## config.mk

```make
export PLATFORM = sky130hd
export DESIGN_NAME = lms_adaptive_fir_unit
export DESIGN_NICKNAME = d
export VERILOG_FILES = /design/src/rtl/lms_pkg.sv /design/src/rtl/lms_ram.sv /design/src/rtl/lms_dp.sv /design/src/rtl/lms_adaptive_fir_unit.sv
export SDC_FILE = /design/constraint.sdc
export NUM_CORES = 2
export LEC_CHECK = 0
export BUFFER_PORTS_ARGS = -buffer_cell sky130_fd_sc_hd__buf_2
export CAP_MARGIN = 20
export CORE_UTILIZATION = 40
export DETAILED_ROUTE_END_ITERATION = 10
export GPL_TIMING_DRIVEN = 0
export PLACE_DENSITY = 0.64
export SLEW_MARGIN = 20
export SYNTH_ARGS = -nofsm -noshare
export SYNTH_HDL_FRONTEND = slang
export SYNTH_SLANG_ARGS = --single-unit
```

## constraint.sdc

```tcl
create_clock -name clk -period 14.8 [get_ports clk]
set_clock_uncertainty 0.1 [all_clocks]
set_input_delay 2.96 -clock clk [delete_from_list [all_inputs] [get_ports clk]]
set_output_delay 2.96 -clock clk [all_outputs]
set_load 0.005 [all_outputs]
```

## src/rtl/lms_pkg.sv

```systemverilog
`default_nettype none
// ----------------------------------------------------------------------------
// lms_pkg
// Shared constants and types for the LMS adaptive FIR unit.
// ----------------------------------------------------------------------------
package lms_pkg;
	localparam int Taps = 16;
	localparam int TapW = $clog2(Taps);
	localparam int SampleW = 16;
	localparam int WeightW = 32;
	localparam int StepW = 16;
	localparam int AccW = 64;
	localparam logic [StepW-1:0] StepReset = 16'd1678;

	// Control handed from the sequencer to the datapath.
	typedef struct packed {
		logic            clr;   // clear the accumulator
		logic            mac;   // accumulate product of read data
		logic            upd;   // marks the weight update pass; unused by the datapath
		logic            fin;   // form output and error from the sum
	} lms_ctrl_t;
endpackage
`default_nettype wire

```

## src/rtl/lms_ram.sv

```systemverilog
`default_nettype none
// ----------------------------------------------------------------------------
// lms_ram
// Generic simple dual-port synchronous RAM with registered read.
// ----------------------------------------------------------------------------
module lms_ram #(
	parameter int Width = 16,
	parameter int Depth = 16
) (
	input  wire logic                     clk,
	input  wire logic                     we,
	input  wire logic [$clog2(Depth)-1:0] waddr,
	input  wire logic [$clog2(Depth)-1:0] raddr,
	input  wire logic [Width-1:0]         wdata,
	output logic [Width-1:0]              rdata
);
	logic [Width-1:0] mem_q [Depth];

	// One write and one registered read per cycle. A read of the entry being
	// written in the same cycle returns its old contents.
	always_ff @(posedge clk) begin
		if (we) begin
			mem_q[waddr] <= wdata;
		end
		rdata <= mem_q[raddr];
	end
endmodule
`default_nettype wire

```

## src/rtl/lms_dp.sv

```systemverilog
`default_nettype none
// ----------------------------------------------------------------------------
// lms_dp
// Multiply-accumulate datapath: filter sum, output, error and weight
// update arithmetic.
// ----------------------------------------------------------------------------
module lms_dp (
	input  wire logic                                 clk,
	input  wire lms_pkg::lms_ctrl_t                   ctrl,
	input  wire logic signed [lms_pkg::SampleW-1:0]   tap_rd,
	input  wire logic signed [lms_pkg::WeightW-1:0]   wgt_rd,
	input  wire logic signed [lms_pkg::SampleW-1:0]   desired,
	input  wire logic        [lms_pkg::StepW-1:0]     step,
	output logic signed [lms_pkg::SampleW-1:0]        y_q,
	output logic signed [lms_pkg::SampleW-1:0]        e_q,
	output logic signed [lms_pkg::WeightW-1:0]        new_wgt
);
	localparam int PW = lms_pkg::WeightW + lms_pkg::SampleW;
	logic signed [lms_pkg::AccW-1:0] acc_q;
	logic signed [PW-1:0] prod;
	logic signed [lms_pkg::AccW-1:0] rnd;
	logic signed [lms_pkg::AccW-1:0] ysh;
	logic signed [lms_pkg::SampleW-1:0] ysat;
	logic signed [lms_pkg::SampleW+1:0] ediff;
	logic signed [lms_pkg::StepW+lms_pkg::SampleW:0] se_q;
	logic signed [lms_pkg::StepW+2*lms_pkg::SampleW:0] t;
	logic signed [lms_pkg::StepW+2*lms_pkg::SampleW:0] dw;
	logic signed [lms_pkg::WeightW+1:0] nw;

	// Filter product and rounded, saturated output.
	assign prod = wgt_rd * tap_rd;
	assign rnd  = acc_q + (64'sd1 <<< 23);
	assign ysh  = rnd >>> 24;
	always_comb begin
		if (ysh > 64'sd32767) begin
			ysat = 16'sh7fff;
		end else if (ysh < -64'sd32768) begin
			ysat = -16'sh8000;
		end else begin
			ysat = ysh[lms_pkg::SampleW-1:0];
		end
	end
	assign ediff = {{2{desired[15]}}, desired} - {{2{ysat[15]}}, ysat};

	// Weight update from step times error, formed once per item.
	assign t  = se_q * tap_rd;
	assign dw = (t + 49'sd524288) >>> 20;
	assign nw = {{2{wgt_rd[31]}}, wgt_rd} + dw[lms_pkg::WeightW+1:0];
	always_comb begin
		if (nw > 34'sh07fffffff) begin
			new_wgt = 32'sh7fffffff;
		end else if (nw < -34'sh080000000) begin
			new_wgt = 32'sh80000000;
		end else begin
			new_wgt = nw[lms_pkg::WeightW-1:0];
		end
	end

	// Accumulator and result registers.
	always_ff @(posedge clk) begin
		if (ctrl.clr) begin
			acc_q <= '0;
		end else if (ctrl.mac) begin
			acc_q <= acc_q + {{(lms_pkg::AccW-PW){prod[PW-1]}}, prod};
		end
		if (ctrl.fin) begin
			y_q <= ysat;
			if (ediff > 18'sd32767) begin
				e_q <= 16'sh7fff;
			end else if (ediff < -18'sd32768) begin
				e_q <= -16'sh8000;
			end else begin
				e_q <= ediff[15:0];
			end
		end
		se_q <= $signed({1'b0, step}) * e_q;
	end
	logic unused_upd;
	assign unused_upd = ctrl.upd;
endmodule
`default_nettype wire

```

## src/rtl/lms_adaptive_fir_unit.sv

```systemverilog
`default_nettype none
// ----------------------------------------------------------------------------
// lms_adaptive_fir_unit
// 16-tap LMS adaptive FIR filter on two synchronous memories.
// ----------------------------------------------------------------------------
// Usage:
// An input word (sample_in, desired_in, adapt) is taken when in_valid is high
// and in_stall is low. One result word (filter_out, error_out) follows, taken
// when out_valid is high and out_stall is low.
// One pass shifts the delay line and accumulates weight times tap; with
// adapt set a second pass rewrites the weights. No new word is taken
// until these passes are done and the result is in the output register.
// The result is held in an output register; the next word is accepted while
// an earlier result waits. If a result is still waiting when a new one is
// done, the unit waits for the receiver.
// step_size is written via cfg_valid/cfg_ready while the unit is idle.
// Reset: after arst_n both memories are cleared entry by entry, during
// which no word is accepted; step_size returns to 1678.
// ----------------------------------------------------------------------------
module lms_adaptive_fir_unit (
	input  wire logic        clk,
	input  wire logic        arst_n,
	input  wire logic        in_valid,
	output logic             in_stall,
	input  wire logic [15:0] sample_in,
	input  wire logic [15:0] desired_in,
	input  wire logic        adapt,
	output logic             out_valid,
	input  wire logic        out_stall,
	output logic [15:0]      filter_out,
	output logic [15:0]      error_out,
	input  wire logic        cfg_valid,
	output logic             cfg_ready,
	input  wire logic [15:0] step_size
);
	localparam int TW = lms_pkg::TapW;

	typedef enum logic [2:0] {ST_CLR, ST_IDLE, ST_FILT, ST_FIN, ST_ERR, ST_UPD, ST_OUT}
		state_t;
	state_t state_q;
	logic [TW:0] idx_q;
	logic [15:0] step_q;
	logic [15:0] samp_q, des_q;
	logic adapt_q;
	logic out_valid_q;
	logic [15:0] fo_q, eo_q;

	logic tap_we, wgt_we;
	logic [TW-1:0] tap_addr, wgt_waddr, wgt_raddr;
	logic [15:0] tap_wd, tap_rd;
	logic [31:0] wgt_wd, wgt_rd, new_wgt;
	logic [15:0] y_w, e_w;
	lms_pkg::lms_ctrl_t ctrl;
	logic rd_ok_q;
	logic [TW-1:0] rd_idx_q;
	logic [15:0] tapw_q;
	logic [15:0] dp_tap;

	// Memory ports; the update pass writes each weight in the cycle after its read.
	lms_ram #(.Width(16), .Depth(lms_pkg::Taps)) u_tap (
		.clk(clk), .we(tap_we), .waddr(tap_addr), .raddr(tap_addr), .wdata(tap_wd),
		.rdata(tap_rd));
	lms_ram #(.Width(32), .Depth(lms_pkg::Taps)) u_wgt (
		.clk(clk), .we(wgt_we), .waddr(wgt_waddr), .raddr(wgt_raddr), .wdata(wgt_wd),
		.rdata(wgt_rd));

	// The filter pass multiplies by the shifted tap held in tapw_q; the
	// update pass uses the tap read back from memory.
	assign dp_tap = (state_q == ST_UPD) ? tap_rd : tapw_q;

	lms_dp u_dp (
		.clk(clk), .ctrl(ctrl), .tap_rd(dp_tap), .wgt_rd(wgt_rd),
		.desired(des_q), .step(step_q), .y_q(y_w), .e_q(e_w), .new_wgt(new_wgt));

	// Filter pass: cycle k reads tap k and writes the value of tap k-1 read
	// in the cycle before.
	always_comb begin
		tap_we = 1'b0;
		wgt_we = 1'b0;
		tap_addr = idx_q[TW-1:0];
		wgt_waddr = idx_q[TW-1:0];
		wgt_raddr = idx_q[TW-1:0];
		tap_wd = '0;
		wgt_wd = '0;
		ctrl = '0;
		unique case (state_q)
			ST_CLR: begin
				tap_we = 1'b1;
				wgt_we = 1'b1;
			end
			ST_FILT: begin
				// Read tap idx and write the newer value into it, then
				// accumulate using the value just written.
				tap_we = 1'b1;
				tap_wd = (idx_q == '0) ? samp_q : tap_rd;
				ctrl.mac = rd_ok_q;
			end
			ST_FIN: begin
				ctrl.mac = rd_ok_q;
			end
			ST_ERR: begin
				ctrl.fin = 1'b1;
			end
			ST_UPD: begin
				wgt_we = rd_ok_q;
				wgt_waddr = rd_idx_q;
				wgt_wd = new_wgt;
				ctrl.upd = 1'b1;
			end
			default: begin
			end
		endcase
		if (state_q == ST_IDLE && !in_stall && in_valid) begin
			ctrl.clr = 1'b1;
		end
	end

	// In ST_FILT the same address is read and written in one cycle, so the
	// RAM returns the old value, which is shifted into the next tap. The
	// accumulator uses the value written, held in tapw_q.

	// Sequencer.
	always_ff @(posedge clk or negedge arst_n) begin
		if (!arst_n) begin
			state_q <= ST_CLR;
			idx_q <= '0;
			rd_ok_q <= 1'b0;
			out_valid_q <= 1'b0;
			step_q <= lms_pkg::StepReset;
		end else begin
			if (cfg_valid && cfg_ready) begin
				step_q <= step_size;
			end
			if (state_q == ST_OUT && (!out_valid_q || !out_stall)) begin
				out_valid_q <= 1'b1;
			end else if (out_valid_q && !out_stall) begin
				out_valid_q <= 1'b0;
			end
			unique case (state_q)
				ST_CLR: begin
					rd_ok_q <= 1'b0;
					if (idx_q[TW-1:0] == TW'(lms_pkg::Taps - 1)) begin
						idx_q <= '0;
						state_q <= ST_IDLE;
					end else begin
						idx_q <= idx_q + 1'b1;
					end
				end
				ST_IDLE: begin
					rd_ok_q <= 1'b0;
					if (in_valid) begin
						state_q <= ST_FILT;
						idx_q <= '0;
					end
				end
				ST_FILT: begin
					rd_ok_q <= 1'b1;
					idx_q <= idx_q + 1'b1;
					if (idx_q[TW-1:0] == TW'(lms_pkg::Taps - 1)) begin
						state_q <= ST_FIN;
					end
				end
				ST_FIN: begin
					rd_ok_q <= 1'b0;
					state_q <= ST_ERR;
				end
				ST_ERR: begin
					rd_ok_q <= 1'b0;
					idx_q <= '0;
					state_q <= adapt_q ? ST_UPD : ST_OUT;
				end
				ST_UPD: begin
					rd_ok_q <= !idx_q[TW];
					if (!idx_q[TW]) begin
						idx_q <= idx_q + 1'b1;
					end
					if (rd_ok_q && rd_idx_q == TW'(lms_pkg::Taps - 1)) begin
						state_q <= ST_OUT;
					end
				end
				ST_OUT: begin
					rd_ok_q <= 1'b0;
					if (!out_valid_q || !out_stall) begin
						state_q <= ST_IDLE;
					end
				end
				default: begin
					rd_ok_q <= 1'b0;
					state_q <= ST_IDLE;
				end
			endcase
		end
	end

	// Payload registers.
	always_ff @(posedge clk) begin
		rd_idx_q <= idx_q[TW-1:0];
		if (state_q == ST_IDLE && in_valid) begin
			samp_q <= sample_in;
			des_q <= desired_in;
			adapt_q <= adapt;
		end
		if (state_q == ST_FILT) begin
			tapw_q <= tap_wd;
		end
		if (state_q == ST_OUT && (!out_valid_q || !out_stall)) begin
			fo_q <= y_w;
			eo_q <= e_w;
		end
	end

	assign in_stall = (state_q != ST_IDLE);
	assign cfg_ready = (state_q == ST_IDLE);
	assign out_valid = out_valid_q;
	assign filter_out = fo_q;
	assign error_out = eo_q;

	// Checks.
	a_no_accept_busy: assert property (@(posedge clk) disable iff (!arst_n)
		(state_q != ST_IDLE) |-> in_stall) else $error("accept while busy");
	a_out_hold: assert property (@(posedge clk) disable iff (!arst_n)
		(out_valid && out_stall) |=> (out_valid && $stable(filter_out)))
		else $error("result lost");
	a_cfg_idle: assert property (@(posedge clk) disable iff (!arst_n)
		cfg_ready |-> (state_q == ST_IDLE)) else $error("cfg while busy");
endmodule
`default_nettype wire

```

==> metrics.txt <==
Total Routed Length ~250000 um; nets@finish about 9700; startpoint types flop; Synth cell types 95; drt via density ~5.3; CP max stage delay 0.60 ns; WL/cell roughly 22 um; final hold vios 0; Async SR Flop Fraction 0.0246; CTS tree yes; total gr overflow 0; RR Startpoint state_q[1]; fillers 20300; f_max slightly above 70 MHz; fin util 0.443; setup_tns 0 ns; Pins Over Slew Limit 0; crit path max fanout 10; antenna violations before repair 27; crit path capture type flop; Starting DRT DRC Count 4492; Detailed Routing Iterations Pass 1 5; max-cap viol count 0; RSZ-0062 raised after global routing no; Core ar. between 200000 and 250000 um2; Initial Util 0.402; Total GRT Usage 0.226; Slowest cell on crit path clkbuf_2; Worst EP required ~15 ns; Period minus WS final 14.02 ns; Synth Cell Area between 80000 and 90000 um2; Ys Warns 0; Die Area about 220000 um2; ratio of final minimum period to clock period 0.947; dpl cells 10800; first-pass GRT wire length ~380000 um; # clock sinks 1056; flop-to-flop setup slack a little under 0.8 ns; via count of the first global-routing pass slightly above 60000; number of flops mapped to enable cells by yosys about 880; Area after DPL approximately 94000 um2; end of the critical path u_wgt.mem_q[15][15]; Syn Inst Count between 7000 and 8000; capturing point of the worst reg2reg path u_wgt.mem_q[15][15]; Avg Inst Size Synth between 10 and 15 um2; Top FF cell, synth edfxtp_1; Area Growth Syn to Fin 10.0%; row count around 170; largest net degree at the start of global routing 43; number of routed nets with antenna violations 0; Clk pin slew, worst setup/hold paths ~0.06 ns; Die Y roughly 470 um; Slew @ Worst Pin roughly 1.2 ns; Seq/Total Area, Yosys 0.340; crit-path most repeated cell fa_1; routability cong. 0.962; Worst Hold Class flop to flop; via count around 60000; CP arrival between 10 and 15 ns; CTS max path bufs 3; Non-Filler Instances between 10000 and 15000; half-perimeter wire length after placement about 200000 um; cell area after layout ~97000 um2; num ports between 80 and 90; CTS root buffer clkbuf_16; Post-Syn Nets about 9400; Setup CP Type flop to flop; cell depth of the worst flop-to-flop path 42; CP Launch Point state_q[1]; Clk Latency, worst-skew pair roughly 0.8 ns; FF+latch count, synth about 1100; run status finished, final reports clean; Port Buffer Count 88; CTS buffer count approximately 110; Die Wd about 470 um; Post-CTS Setup Bufs 0; share of layout cells above drive strength 1 0.0875; Final setup viols 0; Residual DRC 0; Max-slew headroom 0.168; H-tree Lvls 3
-- cell usage in the layout, fill, tap and decap left out, types with 33 or more instances in the layout --
| cell | n |
|---|---|
| clkbuf_1 | 308 |
| clkbuf_16 | 106 |
| fa_1 | 1182 |
| nand4_1 | 37 |
| o21ai_0 | 112 |
| and2_1 | 459 |
| o21a_1 | 42 |
| nand3_1 | 73 |
| xnor2_1 | 155 |
| ha_1 | 468 |
| edfxtp_1 | 881 |
| inv_1 | 1364 |
| nor2_1 | 181 |
| mux4_2 | 240 |
| buf_2 | 99 |
| xor2_1 | 90 |
| o21ai_1 | 33 |
| dfxtp_1 | 149 |
| nand2_1 | 1046 |
| a21oi_1 | 245 |
| a21o_1 | 102 |
| nor3_1 | 35 |
| nand2b_1 | 79 |
-- worst min-delay path by stage --
| stage | from | endpoint | slack [ns] | cells past startpoint |
|---|---|---|---|---|
| 6_report | idx_q[2] | rd_idx_q[2] | 0.27 | 0 |
| 3_5_place_dp | idx_q[2] | rd_idx_q[2] | 0.25 | 0 |
| 5_1_grt | u_dp.y_q[10] | filter_out[10] | 0.31 | 0 |
| 2_1_floorplan | idx_q[2] | rd_idx_q[2] | 0.25 | 0 |
| 4_1_cts | idx_q[2] | rd_idx_q[2] | 0.27 | 0 |
| 3_3_place_gp | idx_q[2] | rd_idx_q[2] | 0.26 | 0 |
-- registers in the layout, indices dropped and copies added, names as in the netlist --
name,count
u_wgt.rdata,32
out_valid,1
tapw_q,16
filter_out,16
samp_q,16
u_tap.mem_q,256
des_q,16
u_dp.e_q,16
u_dp.y_q,16
rd_ok_q,1
step_q,16
u_dp.acc_q,64
u_dp.se_q,33
idx_q,5
error_out,16
rd_idx_q,4
state_q,3
u_wgt.mem_q,512
u_tap.rdata,16
adapt_q,1
-- worst max-delay path: cells and delay by family, from the launching register on --
kind | cells | cell delay, ns
AOI/OAI and AO/OA | 14 | 4.42
xor gates and xnor gates | 1 | 0.16
adders and majority gates | 8 | 3.84
buffers and inverters | 10 | 2.69
DFF | 1 | 0.43
muxes | 1 | 0.35
and+or+nand+nor | 8 | 1.67
-- cell families (layout without fill, tap and decap cells) --
kind of cell	Yosys count	after routing	synth area share
other cells	0	23	0
buf+inv	1704	2039	0.0725
fa+ha+maj	1650	1650	0.334
xor+xnor	245	245	0.0243
compound gates	768	768	0.0554
simple gates	2055	2055	0.109
mux	266	266	0.0644
flops	1056	1056	0.340
-- per-layer routing --
metal / share of wire / track usage / up-vias
li1: - / - / 25700
met1: 0.39 / 0.290 / 30200
met2: 0.48 / 0.372 / 2080
met3: 0.076 / 0.0405 / 477
met4: 0.053 / 0.106 / 8
met5: 0.00014 / 0 / -
-- what timing repair did --
action,CTS,global route
resized for setup,0,39
hold buffers,0,0
hold endpoints to repair,0,0
setup endpoints to repair,0,496
-- cell usage after synthesis, types with 6 or more instances --
cell type,count,share of area
edfxtp_1,881,0.30
buf_1,21,0.00089
o21a_1,42,0.0036
dfrtp_1,20,0.0057
nand4_1,37,0.0026
a21boi_0,7,0.00059
nor3b_1,7,0.00059
a31o_2,6,0.00059
xnor2_1,155,0.015
nand2_1,1048,0.044
fa_1,1182,0.27
a21o_1,102,0.0087
and3_1,32,0.0023
o21ai_0,129,0.0073
mux2_2,20,0.0025
or3_1,9,0.00064
a2111oi_0,6,0.00059
a31oi_1,25,0.0018
o21bai_1,26,0.0022
inv_1,1364,0.058
nand2b_1,79,0.0056
buf_2,9,0.00051
mux4_2,240,0.061
o31ai_1,6,0.00051
a41oi_1,6,0.00059
nand3_1,73,0.0041
o211ai_1,18,0.0015
clkbuf_1,306,0.013
o21ai_1,25,0.0014
xor2_1,90,0.0089
o221ai_1,7,0.00069
and2_1,459,0.032
dfstp_2,6,0.0018
dfxtp_1,149,0.034
nor2b_1,26,0.0018
nor2_1,210,0.0089
a211o_1,6,0.00059
a211oi_1,30,0.0025
and4_1,7,0.00069
nor3_1,40,0.0023
ha_1,468,0.066
a21oi_1,263,0.015
mux2i_1,6,0.00068
-- final cells by class --
type | instances | area, um2 | share of cell area
diodes | 23 | 57.6 | 0.000592
plain buffers | 334 | 1320 | 0.0135
clock buffers | 135 | 2800 | 0.0288
clock inverters | 64 | 627 | 0.00644
inverters | 1366 | 5130 | 0.0527
multi-input cells | 4984 | 52300 | 0.537
flip-flops and latches | 1056 | 30100 | 0.309
well taps | 2958 | 3700 | 0.0381
repair buffers | 140 | 1270 | 0.0131
-- through the flow --
step | hold slack, ns | worst slack, ns
after global routing | 0.308 | 0.116
after detailed placement | 0.255 | 0.0573
after global placement | 0.256 | -0.654
final | 0.274 | 0.780
after CTS | 0.275 | 0.0205
after floorplan | 0.245 | 4.18
Power is left out: the tool's default activity adds up to more than one toggle a clock period on the data nets, which glitch-free logic cannot reach.
